`config.mk`:
```
export PLATFORM = sky130hd
export DESIGN_NAME = joystick_differential_drive_shaper_core
export DESIGN_NICKNAME = d
export VERILOG_FILES = /design/src/rtl/jdds_pkg.sv /design/src/rtl/joystick_differential_drive_shaper_core.sv /design/src/rtl/jdds_ctrl.sv /design/src/rtl/jdds_scale.sv
export VERILOG_INCLUDE_DIRS = /design/src /design/src/rtl
export SDC_FILE = /design/constraint.sdc
export NUM_CORES = 1
export LEC_CHECK = 0
export ABC_AREA = 0
export BUFFER_PORTS_ARGS = -buffer_cell sky130_fd_sc_hd__buf_2
export CAP_MARGIN = 20
export CELL_PAD_IN_SITES_DETAIL_PLACEMENT = 0
export CELL_PAD_IN_SITES_GLOBAL_PLACEMENT = 1
export CORE_MARGIN = 10
export CORE_UTILIZATION = 40
export CTS_CLUSTER_DIAMETER = 50
export DETAILED_ROUTE_END_ITERATION = 7
export PLACE_DENSITY = 0.79
export REMOVE_ABC_BUFFERS = 1
export SYNTH_ARGS = -nofsm -noshare
export SYNTH_HDL_FRONTEND = slang
export SYNTH_SLANG_ARGS = --single-unit
```
`constraint.sdc`:
```
create_clock -name clock -period 5 [get_ports clock]
set_input_delay 0.5 -clock clock [delete_from_list [all_inputs] [get_ports clock]]
set_output_delay 0.5 -clock clock [all_outputs]
set_load 0.05 [all_outputs]
```
`src/rtl/joystick_differential_drive_shaper_core_macros.svh`:
```
// Assertion helpers for the checks in the shaper core.
`ifndef JOYSTICK_DIFFERENTIAL_DRIVE_SHAPER_CORE_MACROS_SVH
`define JOYSTICK_DIFFERENTIAL_DRIVE_SHAPER_CORE_MACROS_SVH

// Same-cycle implication, checked outside reset.
`define JDDS_ASSERT_NOW(label, clk, rst, ante, cons, msg) \
   label: assert property (@(posedge clk) disable iff (rst) (ante) |-> (cons)) else $error(msg);

// Next-cycle implication, checked outside reset.
`define JDDS_ASSERT_NEXT(label, clk, rst, ante, cons, msg) \
   label: assert property (@(posedge clk) disable iff (rst) (ante) |=> (cons)) else $error(msg);

`endif

```
`src/rtl/jdds_pkg.sv`:
```
`default_nettype none
package jdds_pkg;

   localparam int RSP_DATA_W = 48;

   // Speed limits after the mix.
   localparam int SPEED_LIMIT = 250;
   typedef logic signed [8:0] speed_type;
   localparam speed_type SPEED_CAP = 9'sd249;

   // Governor in twentieths.
   localparam logic [4:0] GOV_RESET = 5'd5;
   localparam logic [4:0] GOV_TOP   = 5'd18;
   localparam logic [4:0] GOV_FLOOR = 5'd2;

   localparam logic [4:0] BRAKE_ESTOP = 5'd31;

   // Trigger bands and their profiles.
   localparam logic [7:0] TRIG_BAND_LOW  = 8'd80;
   localparam logic [7:0] TRIG_BAND_HIGH = 8'd160;
   localparam logic [6:0] SLEW_SLOW  = 7'd0;
   localparam logic [6:0] SLEW_MID   = 7'd40;
   localparam logic [6:0] SLEW_FAST  = 7'd80;
   localparam logic [4:0] BRAKE_SLOW = 5'd31;
   localparam logic [4:0] BRAKE_MID  = 5'd15;
   localparam logic [4:0] BRAKE_FAST = 5'd0;

   typedef enum logic [1:0] {
      PROF_SLOW = 2'd0,
      PROF_MID  = 2'd1,
      PROF_FAST = 2'd2,
      PROF_NONE = 2'd3
   } profile_type;

   // Divide by twenty: drop two bits, then multiply by a reciprocal of five.
   localparam int            MAG_W       = 13;
   localparam logic [12:0]   RECIP_FIVE  = 13'd6554;
   localparam int            RECIP_SHIFT = 15;

   // Button positions in the edge history.
   localparam int HIST_START  = 0;
   localparam int HIST_PAUSE  = 1;
   localparam int HIST_ESTOP  = 2;
   localparam int HIST_FASTER = 3;
   localparam int HIST_SLOWER = 4;

   typedef struct packed {
      logic       linked;
      logic       exit_button;
      logic       start_button;
      logic       pause_button;
      logic       estop_button;
      logic       faster_button;
      logic       slower_button;
      logic [7:0] trigger;
   } sample_type;

   typedef struct packed {
      logic       stop_issued;
      logic       brake_forced;
      logic       profile_applied;
      logic [6:0] slew_level;
      logic [4:0] brake_level;
      logic       speeds_sent;
      logic       paused_now;
      logic [4:0] governor_now;
      logic       exit_requested;
   } step_type;

endpackage
`default_nettype wire

```
`src/rtl/joystick_differential_drive_shaper_core.sv`:
```
`default_nettype none
// Channel   Direction  Signals                        Contents
// req       in         req_tvalid/tready/tdata        one controller sample
// rsp       out        rsp_tvalid/tready/tdata        one shaped drive command
// csr       in         csr_wr_en/csr_wr_data          exit_ignored register
//
// One request is taken every cycle when the result side keeps up; each request
// yields exactly one result, which passes through the input register, the control
// stage, the governor multiply stage and the divide-by-twenty into the result register.
// The control stage holds all step state, which sets the rate.
// Reset is synchronous and active high; it empties the pipeline and restores
// paused, governor 5, no profile, zero speeds and released buttons.
// A stalled result holds its stage, and earlier stages keep filling until full.
module joystick_differential_drive_shaper_core #(
   parameter int AXIS_WIDTH = 16,
   parameter int MIX_SHIFT  = 7
) (
   input  logic                                 clock,
   input  logic                                 reset,
   // Request tdata, low bit up: linked, exit_button, start_button,
   // pause_button, estop_button, faster_button, slower_button,
   // throttle_x, throttle_y, trigger, zero fill.
   input  logic                                 req_tvalid,
   output logic                                 req_tready,
   input  logic [((2*AXIS_WIDTH+15+7)/8)*8-1:0] req_tdata,
   // Response tdata, low bit up: stop_issued, brake_forced, profile_applied,
   // slew_level, brake_level, speeds_sent, left_speed, right_speed,
   // paused_now, governor_now, exit_requested, zero fill.
   output logic                                 rsp_tvalid,
   input  logic                                 rsp_tready,
   output logic [jdds_pkg::RSP_DATA_W-1:0]      rsp_tdata,
   input  logic                                 csr_wr_en,
   input  logic                                 csr_wr_data
);
   import jdds_pkg::*;

   localparam int XPOS = 7;
   localparam int YPOS = XPOS + AXIS_WIDTH;
   localparam int TPOS = YPOS + AXIS_WIDTH;

   // Pipeline occupancy, one bit per stage.
   logic v0_ff, v1_ff, v2_ff, v3_ff;
   logic rdy0, rdy1, rdy2, rdy3;
   logic load0, load1, load2, load3;

   logic exit_ignored_ff;

   sample_type                    sample_ff;
   logic signed [AXIS_WIDTH-1:0]  x_ff, y_ff;

   step_type  step1, step2_ff, step3_ff;
   speed_type left_mix, right_mix, left_scaled, right_scaled;
   speed_type left_ff, right_ff;

   // A stage may load when it is empty or its content moves on this cycle.
   assign rdy3  = !v3_ff || rsp_tready;
   assign rdy2  = !v2_ff || rdy3;
   assign rdy1  = !v1_ff || rdy2;
   assign rdy0  = !v0_ff || rdy1;
   assign load0 = req_tvalid && rdy0;
   assign load1 = v0_ff && rdy1;
   assign load2 = v1_ff && rdy2;
   assign load3 = v2_ff && rdy3;
   assign req_tready = rdy0;

   always_ff @(posedge clock) begin
      if (reset) begin
         v0_ff <= 1'b0;
         v1_ff <= 1'b0;
         v2_ff <= 1'b0;
         v3_ff <= 1'b0;
      end else begin
         if (rdy0) v0_ff <= req_tvalid;
         if (rdy1) v1_ff <= v0_ff;
         if (rdy2) v2_ff <= v1_ff;
         if (rdy3) v3_ff <= v2_ff;
      end
   end

   always_ff @(posedge clock) begin
      if (reset) begin
         exit_ignored_ff <= 1'b0;
      end else if (csr_wr_en) begin
         exit_ignored_ff <= csr_wr_data;
      end
   end

   // Input register: unpack the sample.
   always_ff @(posedge clock) begin
      if (load0) begin
         sample_ff.linked        <= req_tdata[0];
         sample_ff.exit_button   <= req_tdata[1];
         sample_ff.start_button  <= req_tdata[2];
         sample_ff.pause_button  <= req_tdata[3];
         sample_ff.estop_button  <= req_tdata[4];
         sample_ff.faster_button <= req_tdata[5];
         sample_ff.slower_button <= req_tdata[6];
         sample_ff.trigger       <= req_tdata[TPOS+7:TPOS];
         x_ff                    <= req_tdata[YPOS-1:XPOS];
         y_ff                    <= req_tdata[TPOS-1:YPOS];
      end
   end

   jdds_ctrl #(
      .AXIS_WIDTH (AXIS_WIDTH),
      .MIX_SHIFT  (MIX_SHIFT)
   ) u_ctrl (
      .clock        (clock),
      .reset        (reset),
      .advance      (load1),
      .exit_ignored (exit_ignored_ff),
      .sample       (sample_ff),
      .throttle_x   (x_ff),
      .throttle_y   (y_ff),
      .step         (step1),
      .left_mix     (left_mix),
      .right_mix    (right_mix)
   );

   // Both sides are scaled by the governor that stands after this step.
   jdds_scale u_scale_left (
      .clock    (clock),
      .load     (load2),
      .mix      (left_mix),
      .governor (step1.governor_now),
      .scaled   (left_scaled)
   );

   jdds_scale u_scale_right (
      .clock    (clock),
      .load     (load2),
      .mix      (right_mix),
      .governor (step1.governor_now),
      .scaled   (right_scaled)
   );

   always_ff @(posedge clock) begin
      if (load2) begin
         step2_ff <= step1;
      end
      if (load3) begin
         step3_ff <= step2_ff;
      end
   end

   // The commanded speeds are state: a stop zeroes them, a send replaces
   // them, and any other step leaves the last command in place.
   always_ff @(posedge clock) begin
      if (reset) begin
         left_ff  <= '0;
         right_ff <= '0;
      end else if (load3) begin
         if (step2_ff.stop_issued) begin
            left_ff  <= '0;
            right_ff <= '0;
         end else if (step2_ff.speeds_sent) begin
            left_ff  <= left_scaled;
            right_ff <= right_scaled;
         end
      end
   end

   assign rsp_tvalid = v3_ff;
   assign rsp_tdata  = {7'b0,
                        step3_ff.exit_requested,
                        step3_ff.governor_now,
                        step3_ff.paused_now,
                        right_ff,
                        left_ff,
                        step3_ff.speeds_sent,
                        step3_ff.brake_level,
                        step3_ff.slew_level,
                        step3_ff.profile_applied,
                        step3_ff.brake_forced,
                        step3_ff.stop_issued};

`include "joystick_differential_drive_shaper_core_macros.svh"

   `JDDS_ASSERT_NOW(a_stop_send_exclusive, clock, reset, rsp_tvalid, !(step3_ff.stop_issued && step3_ff.speeds_sent), "stop and speed command in one result")
   `JDDS_ASSERT_NOW(a_governor_range, clock, reset, rsp_tvalid, (step3_ff.governor_now >= 5'd1) && (step3_ff.governor_now <= 5'd19), "governor out of range")
   `JDDS_ASSERT_NOW(a_estop_brake, clock, reset, rsp_tvalid && step3_ff.brake_forced, (step3_ff.brake_level == BRAKE_ESTOP) && step3_ff.paused_now, "emergency stop without full brake and pause")
   `JDDS_ASSERT_NEXT(a_exit_sticky, clock, reset, rsp_tvalid && rsp_tready && step3_ff.exit_requested, step3_ff.exit_requested, "exit state cleared")

endmodule
`default_nettype wire

```
`src/rtl/jdds_ctrl.sv`:
```
`default_nettype none
module jdds_ctrl #(
   parameter int AXIS_WIDTH = 16,
   parameter int MIX_SHIFT  = 7
) (
   input  logic                         clock,
   input  logic                         reset,
   input  logic                         advance,
   input  logic                         exit_ignored,
   input  jdds_pkg::sample_type         sample,
   input  logic signed [AXIS_WIDTH-1:0] throttle_x,
   input  logic signed [AXIS_WIDTH-1:0] throttle_y,
   output jdds_pkg::step_type           step,
   output jdds_pkg::speed_type          left_mix,
   output jdds_pkg::speed_type          right_mix
);
   import jdds_pkg::*;

   localparam int SUM_W = (AXIS_WIDTH + 1 > 10) ? AXIS_WIDTH + 1 : 10;
   localparam logic signed [SUM_W-1:0] LIM_HI = SUM_W'(SPEED_LIMIT);
   localparam logic signed [SUM_W-1:0] LIM_LO = -LIM_HI;

   logic        paused_ff, paused_in;
   logic [4:0]  gov_ff, gov_in;
   profile_type profile_ff, profile_in;
   logic [6:0]  slew_ff, slew_in;
   logic [4:0]  brake_ff, brake_in;
   logic        link_ff, link_in;
   logic [4:0]  hist_ff, hist_in;
   logic        finished_ff, finished_in;
   step_type    step_ff, step_in;
   speed_type   left_ff, right_ff;

   logic signed [SUM_W-1:0] x_ext, y_ext, sum_l, sum_r, sh_l, sh_r;
   speed_type   cap_l, cap_r;

   // Mix, floor shift and cap.
   always_comb begin
      x_ext = SUM_W'(throttle_x);
      y_ext = SUM_W'(throttle_y);
      sum_l = x_ext + y_ext;
      sum_r = y_ext - x_ext;
      sh_l  = sum_l >>> MIX_SHIFT;
      sh_r  = sum_r >>> MIX_SHIFT;
      priority if (sh_l >= LIM_HI) cap_l = SPEED_CAP;
      else if (sh_l <= LIM_LO)     cap_l = -SPEED_CAP;
      else                         cap_l = sh_l[8:0];
      priority if (sh_r >= LIM_HI) cap_r = SPEED_CAP;
      else if (sh_r <= LIM_LO)     cap_r = -SPEED_CAP;
      else                         cap_r = sh_r[8:0];
   end

   // Link, exit, button edges, pause, governor and profile.
   always_comb begin
      logic [4:0]  now_lvl;
      logic [4:0]  rise;
      profile_type want;
      logic [6:0]  want_slew;
      logic [4:0]  want_brake;
      paused_in   = paused_ff;
      gov_in      = gov_ff;
      profile_in  = profile_ff;
      slew_in     = slew_ff;
      brake_in    = brake_ff;
      link_in     = link_ff;
      hist_in     = hist_ff;
      finished_in = finished_ff;
      step_in     = '0;
      now_lvl = {sample.slower_button, sample.faster_button, sample.estop_button,
                 sample.pause_button, sample.start_button};
      rise    = now_lvl & ~hist_ff;
      priority if (sample.trigger < TRIG_BAND_LOW) begin
         want = PROF_SLOW; want_slew = SLEW_SLOW; want_brake = BRAKE_SLOW;
      end else if (sample.trigger < TRIG_BAND_HIGH) begin
         want = PROF_MID;  want_slew = SLEW_MID;  want_brake = BRAKE_MID;
      end else begin
         want = PROF_FAST; want_slew = SLEW_FAST; want_brake = BRAKE_FAST;
      end
      if (!finished_ff) begin
         if (sample.linked != link_ff) begin
            link_in = sample.linked;
            if (!sample.linked) begin
               step_in.stop_issued = 1'b1;
            end
         end
         if (sample.linked) begin
            if (sample.exit_button && !exit_ignored) begin
               finished_in = 1'b1;
            end else begin
               hist_in[HIST_ESTOP:HIST_START] = now_lvl[HIST_ESTOP:HIST_START];
               if (rise[HIST_START]) begin
                  paused_in = 1'b0;
               end
               if (rise[HIST_PAUSE]) begin
                  if (!paused_in) begin
                     step_in.stop_issued = 1'b1;
                  end
                  paused_in = 1'b1;
               end
               if (rise[HIST_ESTOP]) begin
                  step_in.stop_issued  = 1'b1;
                  step_in.brake_forced = 1'b1;
                  brake_in             = BRAKE_ESTOP;
                  paused_in            = 1'b1;
               end
               if (!paused_in) begin
                  hist_in[HIST_SLOWER:HIST_FASTER] = now_lvl[HIST_SLOWER:HIST_FASTER];
                  if (rise[HIST_FASTER] && gov_in <= GOV_TOP) begin
                     gov_in = gov_in + 5'd1;
                  end
                  if (rise[HIST_SLOWER] && gov_in >= GOV_FLOOR) begin
                     gov_in = gov_in - 5'd1;
                  end
                  if (profile_ff != want) begin
                     slew_in                 = want_slew;
                     brake_in                = want_brake;
                     profile_in              = want;
                     step_in.profile_applied = 1'b1;
                  end
                  step_in.speeds_sent = 1'b1;
               end
            end
         end
      end
      step_in.slew_level     = slew_in;
      step_in.brake_level    = brake_in;
      step_in.paused_now     = paused_in;
      step_in.governor_now   = gov_in;
      step_in.exit_requested = finished_in;
   end

   always_ff @(posedge clock) begin
      if (reset) begin
         paused_ff   <= 1'b1;
         gov_ff      <= GOV_RESET;
         profile_ff  <= PROF_NONE;
         slew_ff     <= '0;
         brake_ff    <= '0;
         link_ff     <= 1'b0;
         hist_ff     <= '0;
         finished_ff <= 1'b0;
      end else if (advance) begin
         paused_ff   <= paused_in;
         gov_ff      <= gov_in;
         profile_ff  <= profile_in;
         slew_ff     <= slew_in;
         brake_ff    <= brake_in;
         link_ff     <= link_in;
         hist_ff     <= hist_in;
         finished_ff <= finished_in;
      end
   end

   // The left side runs reversed, so its sign flips here.
   always_ff @(posedge clock) begin
      if (advance) begin
         step_ff  <= step_in;
         left_ff  <= -cap_l;
         right_ff <= cap_r;
      end
   end

   assign step      = step_ff;
   assign left_mix  = left_ff;
   assign right_mix = right_ff;

endmodule
`default_nettype wire

```
`src/rtl/jdds_scale.sv`:
```
`default_nettype none
module jdds_scale (
   input  logic                clock,
   input  logic                load,
   input  jdds_pkg::speed_type mix,
   input  logic [4:0]          governor,
   output jdds_pkg::speed_type scaled
);
   import jdds_pkg::*;

   logic [MAG_W-1:0] prod_ff;
   logic             neg_ff;
   logic [7:0]       mag;
   logic [MAG_W-3:0] quarter;
   logic [MAG_W-3+MAG_W:0] recip_prod;
   logic [7:0]       quot;

   // Work on the magnitude so the quotient truncates toward zero.
   always_comb begin
      mag = mix[8] ? 8'(-mix) : mix[7:0];
   end

   always_ff @(posedge clock) begin
      if (load) begin
         prod_ff <= MAG_W'(mag * governor);
         neg_ff  <= mix[8];
      end
   end

   always_comb begin
      quarter    = prod_ff[MAG_W-1:2];
      recip_prod = quarter * RECIP_FIVE;
      quot       = recip_prod[RECIP_SHIFT+7:RECIP_SHIFT];
      scaled     = neg_ff ? -speed_type'({1'b0, quot}) : speed_type'({1'b0, quot});
   end

endmodule
`default_nettype wire

```
After elaboration in Yosys (flattened, before gate mapping)
Cells that the tools add are included.
{ "word_totals": {"ff_bits": 212, "in_bits": 54, "output_inout_bits": 50, "wordCells": 177} }
{ "op_classes": {"add_sub_neg": 9, "multipliers": 4, "magnitude_cmp": 8, "eq_ne": 2, "muxes": 63, "n_bitwise": 6, "reduce_logical": 25} }
{ "op_table": {"columns": ["op", "n"], "rows": [
  ["$mux W5", 17],
  ["$mux W9", 9],
  ["$mux W7", 7],
  ["$mul A11 B12 Y22 const B", 2],
  ["$mul A8 B5 Y13", 2],
  ["$mux W1", 22],
  ["$ge A10 B9 Y1 const B", 2],
  ["$le A10 B9 Y1 const B", 2],
  ["$neg A8 Y9", 2],
  ["$add A16 B16 Y17", 1],
  ["$sub A16 B16 Y17", 1],
  ["$mux W8", 2],
  ["$neg A8 Y8", 2],
  ["$neg A9 Y9", 1],
  ["$lt A8 B7 Y1 const B", 1],
  ["$lt A8 B8 Y1 const B", 1],
  ["$logic_and A1 B1 Y1", 7],
  ["$mux W2", 3],
  ["$mux W3", 2],
  ["$reduce_and A6 Y1", 1],
  ["$add A5 B1 Y5 const B", 1],
  ["$and A5 B5 Y5", 1],
  ["$ge A5 B2 Y1 const B", 1],
  ["$le A5 B5 Y1 const B", 1],
  ["16 further kinds", 26]
]} }

Logic depth before layout (Yosys ltp)
Gate-level depths: netlist of the first run.
{ "logic_depth": {"ltp_word": 22, "mapped_depth": 25, "ltp_nobuf": 25} }

Cells and area by module
A second synthesis of the first run with hierarchy kept.
{ "unflattened": {"hier_cells": 1558, "area_unflattened_um2": 16498.3} }
{ "by_module_without_submodules": {"columns": ["mod", "n_inst", "cells_each", "area_per_inst_um2", "seq_area_each_um2"], "rows": [
  ["jdds_ctrl", 1, 495, 4767.1, 1771.7],
  ["joystick_differential_drive_shaper_core", 1, 232, 3976.3, 3253.1],
  ["jdds_scale (u_scale_left)", 1, 418, 3893.7, 360.3],
  ["jdds_scale (u_scale_right)", 1, 413, 3861.2, 360.3]
]} }

Worst setup path after synthesis of the first run
Ideal clock, no wire load.
{ "synth_timing": {"path_kind": "reg2reg", "start": "register u_scale_left.prod_ff[10]", "end": "register left_ff[8]", "setup_ns": 0.117, "arrival_time_ns": 5.287, "required_ns": 4.883, "path_slack_ns": -0.405, "path_stages_with_launch": 18, "n_path_buf": 0, "period_less_slack_ns": 5.405, "cell_sequence": "edfxtp_1 -> ha_1 -> inv_1 -> fa_1 -> fa_1 -> inv_1 -> fa_1 -> fa_1 -> ha_1 -> a2111o_1 -> a211oi_1 -> nor2_1 -> a41oi_2 -> a21oi_1 -> a21oi_1 -> xnor2_1 -> or4_1 -> a32o_1"} }
{ "synth_between": {"elab_chain_cells": 5} }
{ "synth_lines": {"columns": ["item", "line", "source"], "rows": [
  ["start: declaration", "jdds_scale.sv:11", "logic [MAG_W-1:0] prod_ff;"],
  ["start signal: assignment", "jdds_scale.sv:25", "prod_ff <= MAG_W'(mag * governor);"],
  ["$mul A11 B12 Y22", "jdds_scale.sv:32", "recip_prod = quarter * RECIP_FIVE;"],
  ["$neg A8 Y9", "jdds_scale.sv:34", "scaled = neg_ff ? -speed_type'({1'b0, quot}) : speed_type'({1'b0, quot});"],
  ["$mux W9", "jdds_scale.sv:34", null],
  ["$mux W9", "joystick_differential_drive_shaper_core.sv:156", "end else if (step2_ff.speeds_sent) begin"],
  ["$mux W9", "joystick_differential_drive_shaper_core.sv:153", "if (step2_ff.stop_issued) begin"],
  ["end signal: assignment", "joystick_differential_drive_shaper_core.sv:157", "left_ff <= left_scaled;"],
  ["end: declaration", "joystick_differential_drive_shaper_core.sv:53", "speed_type left_ff, right_ff;"]
]} }
No other way between the ends. The select of a mux whose other input is x is not followed.
A chain may end at the register's enable or synchronous reset.

Final worst setup path of the first run
{ "layout_timing": {"start": "register u_scale_left.prod_ff[11]", "end": "register left_ff[8]"} }
The elaborated chain is that of the path after synthesis.

==> impl_metrics.env, run 1 <==
export IMPL_fin_crit_ps=5390
export IMPL_n_fill_cell=3528
export IMPL_worst_slew_pin_slew_ps=1010
export IMPL_nets=2030
export IMPL_grt_pass1_vias=11100
export IMPL_hold_depth=1
export IMPL_hp_start="req_tdata[1]"
export IMPL_synth_async_sr_flop_share_pct=0
export IMPL_fin_ws_ps=-390
export IMPL_synth_edf_count=154
export IMPL_htreeDepth=1
export IMPL_syn_inst=1464
export IMPL_drt_total_wl_um=31300
export IMPL_crit_reg2reg_launch="u_scale_left.prod_ff[11]"
export IMPL_violations="setup timing"
export IMPL_multi_input_area_sq_um=9550
export IMPL_die_y_um=217
export IMPL_cp_buffers_inverters=3
export IMPL_hpwl_um=24800
export IMPL_gp_congestion=0.873
export IMPL_outcome="finished with violations"
export IMPL_cts_tree="built"
export IMPL_grt_pass1_wl_um=52400
export IMPL_avgRoutedWirePerCell_um=14.2
export IMPL_cts_root_buf="clkbuf_16"
export IMPL_drt_iter0_drc=389
export IMPL_setup_viol=8
export IMPL_dp_cells=2137
export IMPL_clkSinkCount=204
export IMPL_finClkSkew_ps=25.8
export IMPL_ys_warnings_count=0
export IMPL_syn_area_sq_um=15500
export IMPL_path_class="register to register"
export IMPL_cp_slowest_cell="fa_1"
export IMPL_crit_chain="ha_1 -> inv_1 -> fa_1 -> fa_1 -> inv_1 -> fa_1 -> fa_1 -> ha_4 -> a2111o_1 -> a211oi_2 -> o31ai_2 -> a211o_1 -> buf_6 -> a21oi_4 -> a31oi_4 -> or4_1 -> a32o_1"
export IMPL_cpMostUsedCell="fa_1"
export IMPL_syn_mean_instance_area_sq_um=10.6
export IMPL_finalNonFillerCells=2209
export IMPL_firstDrtPassIters=5
export IMPL_cpPeakStageDelay_ps=550
export IMPL_rows=72
export IMPL_area_growth_pct=21.9
export IMPL_period_share_pct=108
export IMPL_die_area_sq_um=47200
export IMPL_worstPathArrival_ps=5820
export IMPL_start_util_pct=40.3
export IMPL_grt_usage_pct=13.1
export IMPL_drive_gt1_share_pct=22.2
export IMPL_n_antenna_cell=0
export IMPL_synth_cell_type_count=81
export IMPL_min_path_type="primary input to register"
export IMPL_clock_path_buffers=3
export IMPL_drv_slew=0
export IMPL_slew_headroom_pct=32.3
export IMPL_synth_area_leaders="edfxtp_1 (30%), ha_1 (17%), fa_1 (13%)"
export IMPL_ios=104
export IMPL_cp_start_kind="register"
export IMPL_clk_pin_slew_ps=60
export IMPL_synth_top_area_share_pct=29.7
export IMPL_setup_worst_path_end_class="register"
export IMPL_required_ps=5430
export IMPL_viasPerCell=4.83
export IMPL_clkLatencyLatePin_ps=550
export IMPL_fmaxAchievable_mhz=186
export IMPL_maxCapViolCount=0
export IMPL_grt_max_degree=57
export IMPL_cp_max_fo=4
export IMPL_grt_overflow=0
export IMPL_r2r_cells=17
export IMPL_cts_buffers=26
export IMPL_core_area_sq_um=38600
export IMPL_synth_top_cell_by_area="edfxtp_1"
export IMPL_vias=10700
export IMPL_antenna_found_initial=0
export IMPL_ys_ff_latch=204
export IMPL_hold_viol=0
export IMPL_io_buffers=91
export IMPL_postCtsHoldBufs=0
export IMPL_ys_seq_area_share_pct=36.2
export IMPL_seqCellArea_sq_um=5630
export IMPL_crit_start="u_scale_left.prod_ff[11]"
export IMPL_rsz0062_at_grt="yes"
export IMPL_ant_nets=0
export IMPL_path_depth=17
export IMPL_critPathTopFamily="adder cells"
export IMPL_die_w_um=217
export IMPL_drc=0
export IMPL_ys_flop_type="edfxtp_1"
[cell families after synthesis]
| family | after synthesis | share of synthesized area, % |
|---|---|---|
| other | 1 | 0.0241 |
| xor gates and xnor gates | 96 | 5.41 |
| and+or+nand+nor | 353 | 11.3 |
| adders and majority gates | 309 | 29.5 |
| DFF | 204 | 36.2 |
| buffers and inverters | 260 | 6.50 |
| muxes | 13 | 0.861 |
| AOI/OAI and AO/OA | 228 | 10.2 |
[state kept, by name, indices dropped and copies added (netlist names), 2 cells and up]
| signal | count |
|---|---|
| u_ctrl.profile_ff | 2 |
| u_scale_right.prod_ff | 11 |
| u_ctrl.brake_ff | 5 |
| step2_ff | 23 |
| right_ff | 9 |
| u_ctrl.hist_ff | 5 |
| sample_ff | 11 |
| u_ctrl.slew_ff | 7 |
| u_scale_left.prod_ff | 11 |
| u_ctrl.left_mix | 9 |
| rsp_tdata | 23 |
| u_ctrl.step | 23 |
| u_ctrl.gov_ff | 5 |
| x_ff | 16 |
| left_ff | 9 |
| u_ctrl.right_mix | 9 |
| y_ff | 16 |
[worst register-to-register path, delay by kind of cell (launching register included)]
kind / cells / cell delay [ps]
fa+ha+maj: 6 / 2520
compound gates: 7 / 1590
simple gates: 1 / 520
flops: 1 / 410
buf+inv: 3 / 270
[path summary, 6_finish.rpt]
check | end | slack (ps)
worst min-delay path | sample_ff[13] | 120
worst max register to register | left_ff[8] | -390
worst max-delay path | left_ff[8] | -390
worst min register to register | rsp_tdata[36] | 420
[cells in the final DEF, fill, tap and decap left out, drive strengths merged, types with 34 or more instances in the layout]
cell / count
and2: 40
edfxtp: 154
a21oi: 74
fa: 98
ha: 206
nand2: 98
nor2: 82
o21ai: 34
inv: 229
buf: 211
xnor2: 75
dfxtp: 50
[what timing repair did]
action                                  CTS  global route
endpoints found under the setup margin   16            21
pin swaps                                47            28
buffers inserted                         15            11
gates resized for setup                  67            56
[per-stage QoR]
| stage | TNS, ps | setup WS (ps) | utilization, % | instance area (sq um) | hold slack [ps] |
|---|---|---|---|---|---|
| detailed placement | -4800 | -541 | 44.7 | 17200 | 405 |
| CTS | -1380 | -349 | 48.2 | 18600 | 89.4 |
| global placement | -3700 | -460 | 44.7 | 17200 | 401 |
| finish | -1570 | -390 | 49.2 | 19000 | 123 |
| floorplan | -1850 | -405 | - | 15400 | 400 |
| global route | -4330 | -559 | 49.2 | 19000 | 83.9 |
[per-layer routing]
metal / up-vias / global-route usage, % / share of wire [%]
li1: 5399 / - / -
met1: 5070 / 15.8 / 44
met2: 146 / 23.3 / 50
met3: 47 / 2.54 / 3.8
met4: 0 / 3.26 / 2.4
met5: - / 0 / 0
[cell usage after synthesis (21+ instances only)]
master / instances
nor2b_1: 26
o21ai_0: 34
inv_1: 221
a21oi_1: 74
fa_1: 98
xnor2_1: 75
dfxtp_1: 50
and2_1: 38
ha_1: 206
nor2_1: 82
xor2_1: 21
edfxtp_1: 154
nand2_1: 98
nand2b_1: 25
[final cells by class]
class / count / area share, %
clock buffers: 30 / 3.67
clock inverters: 17 / 1.10
inverters: 223 / 4.44
well taps: 518 / 3.42
repair buffers: 211 / 7.31
flip-flops and latches: 204 / 29.7
multi-input cells: 1006 / 50.4
Power of run 1 is not shown: default switching activity piles up to over one toggle a cycle in this logic, so the estimate is an artifact.
==> run 2: changes to the inputs <==
Settings changed: PLACE_DENSITY 0.79 to 0.76.
Clock period 5 ns to 6.64 ns, I/O delays scaled along.
==> impl_metrics.env, run 2 (same netlist as run 1, synthesis figures left out) <==
export IMPL_outcome="finished clean"
export IMPL_path_class="register to register"
export IMPL_finalNonFillerCells=2097
export IMPL_worstPathArrival_ps=6350
export IMPL_cts_buffers=27
export IMPL_n_antenna_cell=0
export IMPL_post_cts_resized=0
export IMPL_dpl_cell_area_sq_um=16600
export IMPL_firstDrtPassIters=5
export IMPL_cp_max_fo=6
export IMPL_setup_worst_path_end_class="register"
export IMPL_seqCellArea_sq_um=5630
export IMPL_grt_max_degree=58
export IMPL_layout_common_cells="inv_1 (221), ha_1 (206), edfxtp_1 (154), nand2_1 (98), fa_1 (98)"
export IMPL_finClkSkew_ps=13.3
export IMPL_worst_slew_pin_slew_ps=1030
export IMPL_clkSinkCount=204
export IMPL_nets=1916
export IMPL_cts_tree="built"
export IMPL_fin_crit_ps=5910
export IMPL_hpwl_um=23400
export IMPL_n_fill_cell=3707
export IMPL_clk_pin_slew_ps=60
export IMPL_min_path_type="primary input to register"
export IMPL_grt_overflow=0
export IMPL_cts_root_buf="clkbuf_16"
export IMPL_grt_usage_pct=12.5
export IMPL_setup_viol=0
export IMPL_viasPerCell=4.83
export IMPL_period_share_pct=88.9
export IMPL_drc=0
export IMPL_io_buffers=91
export IMPL_rows=72
export IMPL_ant_nets=0
export IMPL_vias=10100
export IMPL_die_area_sq_um=47200
export IMPL_start_util_pct=40.3
export IMPL_avgRoutedWirePerCell_um=13.8
export IMPL_cp_start_kind="register"
export IMPL_grt_pass1_vias=10600
export IMPL_grt_pass1_wl_um=50600
export IMPL_layout_commonest_cell="inv_1"
export IMPL_fmaxAchievable_mhz=169
export IMPL_htreeDepth=1
export IMPL_clkLatencyLatePin_ps=560
export IMPL_gp_congestion=0.847
export IMPL_multi_input_area_sq_um=8960
export IMPL_dp_cells=2047
export IMPL_post_cts_buffers=0
export IMPL_required_ps=7080
export IMPL_drv_slew=0
export IMPL_maxCapViolCount=0
export IMPL_slew_headroom_pct=30.5
export IMPL_die_w_um=217
export IMPL_hold_viol=0
export IMPL_clock_path_buffers=3
export IMPL_setup_tns_ps=0
export IMPL_final_area_sq_um=17500
export IMPL_drt_iter0_drc=403
export IMPL_rsz0062_at_grt="no"
export IMPL_ios=104
export IMPL_die_y_um=217
export IMPL_drt_total_wl_um=28900
export IMPL_postCtsHoldBufs=0
export IMPL_core_area_sq_um=38600
export IMPL_antenna_found_initial=0
export IMPL_area_growth_pct=12.7
export IMPL_drive_gt1_share_pct=10.8
==> run 2: changes by cell type in the layout (fill, tap and decap cells not counted), sizes merged <==
cell / previous run / this run
bufinv: 2 / 3
inv: 229 / 230
clkinvlp: 4 / 1
clkinv: 5 / 6
buf: 211 / 96
clkbuf: 30 / 33
==> run 2: per-stage QoR <==
stage | setup slack, ps | util (%) | hold WS [ps]
2_1_floorplan | 1240 | - | 400
6_report | 735 | 45.5 | 279
5_1_grt | 373 | 45.5 | 247
4_1_cts | 703 | 45.5 | 243
3_3_place_gp | 810 | 43.0 | 400
3_5_place_dp | 711 | 43.0 | 405
==> run 2: worst paths after layout <==
path | from | to | slack [ps] | cells past startpoint
setup / recovery | u_scale_left.prod_ff[11] | left_ff[8] | 730 | 17
hold / removal | req_tdata[46] | sample_ff[7] | 280 | 1
setup reg to reg | u_scale_left.prod_ff[11] | left_ff[8] | 730 | 17
hold reg to reg | u_ctrl.step[0] | step2_ff[0] | 420 | 0
==> run 2: per-layer routing <==
metal / vias to the layer above / routed length (um) / GRT usage, % / share of wire [%]
li1: 5181 / - / - / -
met1: 4766 / 13400 / 15.9 / 46
met5: - / 0 / 0 / 0
met4: 0 / 637 / 3.19 / 2.2
met2: 141 / 13800 / 21.6 / 48
met3: 41 / 1090 / 2.34 / 3.8
==> run 2: layout make-up <==
| type | count | area share (%) |
|---|---|---|
| well taps | 518 | 3.70 |
| multi-input cells | 1006 | 51.1 |
| clock buffers | 33 | 4.10 |
| repair buffers | 96 | 2.81 |
| flip-flops and latches | 204 | 32.1 |
| inverters | 223 | 4.78 |
| clock inverters | 17 | 1.39 |
==> run 2: worst max-delay path, stage by stage (launching register included) <==
cell and delay (ps):
edfxtp_1 450, ha_1 370, inv_1 70, fa_1 480
fa_1 520, inv_1 60, fa_1 500, fa_1 510
ha_1 350, a2111o_1 390, a211oi_1 320, nor2_1 190
a41oi_2 390, a21oi_1 150, a21oi_1 190, xnor2_1 110
or4_1 470, a32o_1 260
Power of run 2 is left out for the same reason.
==> run 3: changes to the inputs <==
Settings changed: CAP_MARGIN 20 to 30, PLACE_DENSITY 0.76 to not set, PLACE_DENSITY_LB_ADDON set to 0.15.
==> impl_metrics.env, run 3 (same netlist as run 1, synthesis figures left out) <==
export IMPL_firstDrtPassIters=4
export IMPL_post_cts_buffers=0
export IMPL_path_class="register to register"
export IMPL_period_share_pct=87.5
export IMPL_setup_tns_ps=0
export IMPL_final_area_sq_um=17500
export IMPL_grt_pass1_wl_um=50500
export IMPL_grt_usage_pct=12.7
export IMPL_grt_pass1_vias=10500
export IMPL_start_util_pct=40.3
export IMPL_rows=72
export IMPL_outcome="finished clean"
export IMPL_slew_headroom_pct=37.3
export IMPL_fin_crit_ps=5810
export IMPL_viasPerCell=4.79
export IMPL_postCtsHoldBufs=0
export IMPL_antenna_found_initial=0
export IMPL_die_area_sq_um=47200
export IMPL_fin_util_pct=45.4
export IMPL_crit_chain="ha_1 -> inv_1 -> fa_1 -> fa_1 -> inv_1 -> fa_1 -> fa_1 -> ha_1 -> a2111o_1 -> a211oi_1 -> nor2_1 -> a41oi_2 -> a21oi_1 -> a21oi_1 -> xnor2_1 -> or4_1 -> a32o_1"
export IMPL_clk_pin_slew_ps=50
export IMPL_htreeDepth=1
export IMPL_n_antenna_cell=0
export IMPL_dpl_cell_area_sq_um=16600
export IMPL_cp_max_fo=6
export IMPL_cpPeakStageDelay_ps=510
export IMPL_worst_slew_pin_slew_ps=928
export IMPL_n_fill_cell=3762
export IMPL_setup_viol=0
export IMPL_multi_input_area_sq_um=8960
export IMPL_core_area_sq_um=38600
export IMPL_nets=1921
export IMPL_rsz0062_at_grt="no"
export IMPL_pre_cts_ws_ps=794
export IMPL_finClkSkew_ps=24.0
export IMPL_avgRoutedWirePerCell_um=14.0
export IMPL_drive_gt1_share_pct=11.1
export IMPL_required_ps=7080
export IMPL_drc=0
export IMPL_drt_iter0_drc=326
export IMPL_die_w_um=217
export IMPL_drv_slew=0
export IMPL_cp_slowest_cell="fa_1"
export IMPL_cpMostUsedCell="fa_1"
export IMPL_worstPathArrival_ps=6250
export IMPL_layout_commonest_cell="inv_1"
export IMPL_clkLatencyLatePin_ps=560
export IMPL_gp_congestion=0.832
export IMPL_clkSinkCount=204
export IMPL_ant_nets=0
export IMPL_cts_tree="built"
export IMPL_cts_root_buf="clkbuf_16"
export IMPL_min_path_type="primary input to register"
export IMPL_vias=10100
export IMPL_hold_viol=0
export IMPL_drt_total_wl_um=29500
export IMPL_area_growth_pct=12.6
export IMPL_maxCapViolCount=0
export IMPL_post_cts_resized=0
export IMPL_layout_common_cells="inv_1 (221), ha_1 (206), edfxtp_1 (154), nand2_1 (98), fa_1 (98)"
export IMPL_grt_max_degree=57
export IMPL_cp_start_kind="register"
export IMPL_die_y_um=217
export IMPL_cts_buffers=29
export IMPL_seqCellArea_sq_um=5630
export IMPL_grt_overflow=0
export IMPL_io_buffers=91
export IMPL_clock_path_buffers=3
export IMPL_cp_buffers_inverters=2
export IMPL_critPathTopFamily="adder cells"
export IMPL_ios=104
export IMPL_fmaxAchievable_mhz=172
export IMPL_fin_ws_ps=827
export IMPL_hpwl_um=23700
export IMPL_setup_worst_path_end_class="register"
-- run 3: cell types whose count changed in the layout (fill, tap and decap cells not counted), moves of 2 or more --
| cell | previous run | this run |
|---|---|---|
| inv_12 | 3 | 0 |
| buf_4 | 5 | 7 |
| clkbuf_16 | 27 | 29 |
| bufinv_16 | 3 | 0 |
| inv_6 | 2 | 4 |
| clkinv_1 | 0 | 2 |
| clkinvlp_4 | 1 | 5 |
-- run 3: layer usage --
metal / global-route usage [%] / vias to the layer above / wire length [um]
li1: - / 5193 / -
met1: 15.5 / 4732 / 13300
met2: 22.7 / 119 / 14400
met3: 2.05 / 35 / 1230
met4: 3.29 / 0 / 641
met5: 0 / - / 0
-- run 3: worst paths after layout --
kind	endpoint	slack [ps]	from	cells after the start
worst min-delay path	sample_ff[9]	270	req_tdata[5]	1
worst max-delay path	left_ff[8]	830	u_scale_left.prod_ff[10]	17
worst max register to register	left_ff[8]	830	u_scale_left.prod_ff[10]	17
worst min register to register	step2_ff[18]	410	u_ctrl.step[18]	0
-- run 3: cell type report --
type                       count  area share [%]
timing repair buffer          99            2.93
tap                          518            3.70
inverter                     223            4.78
sequential                   204            32.1
multi-input combinational   1006            51.2
clock inverter                18           0.801
clock buffer                  35            4.45
-- run 3: through the flow --
| stage | hold WS (ps) | instances |
|---|---|---|
| final | 273 | 2103 |
| after global routing | 235 | 2103 |
| after CTS | 227 | 2103 |
| after detailed placement | 405 | 2050 |
| after global placement | 403 | 2049 |
| after floorplan | 400 | 1433 |
-- run 3: worst register-to-register path: cells and delay by family, from the launching register on --
kind | cells | cell delay [ps]
AOI/OAI and AO/OA | 6 | 1650
adders and majority gates | 6 | 2730
xor gates and xnor gates | 1 | 110
DFF | 1 | 450
buffers and inverters | 2 | 140
and+or+nand+nor | 2 | 630
Power of run 3 is left out for the same reason.
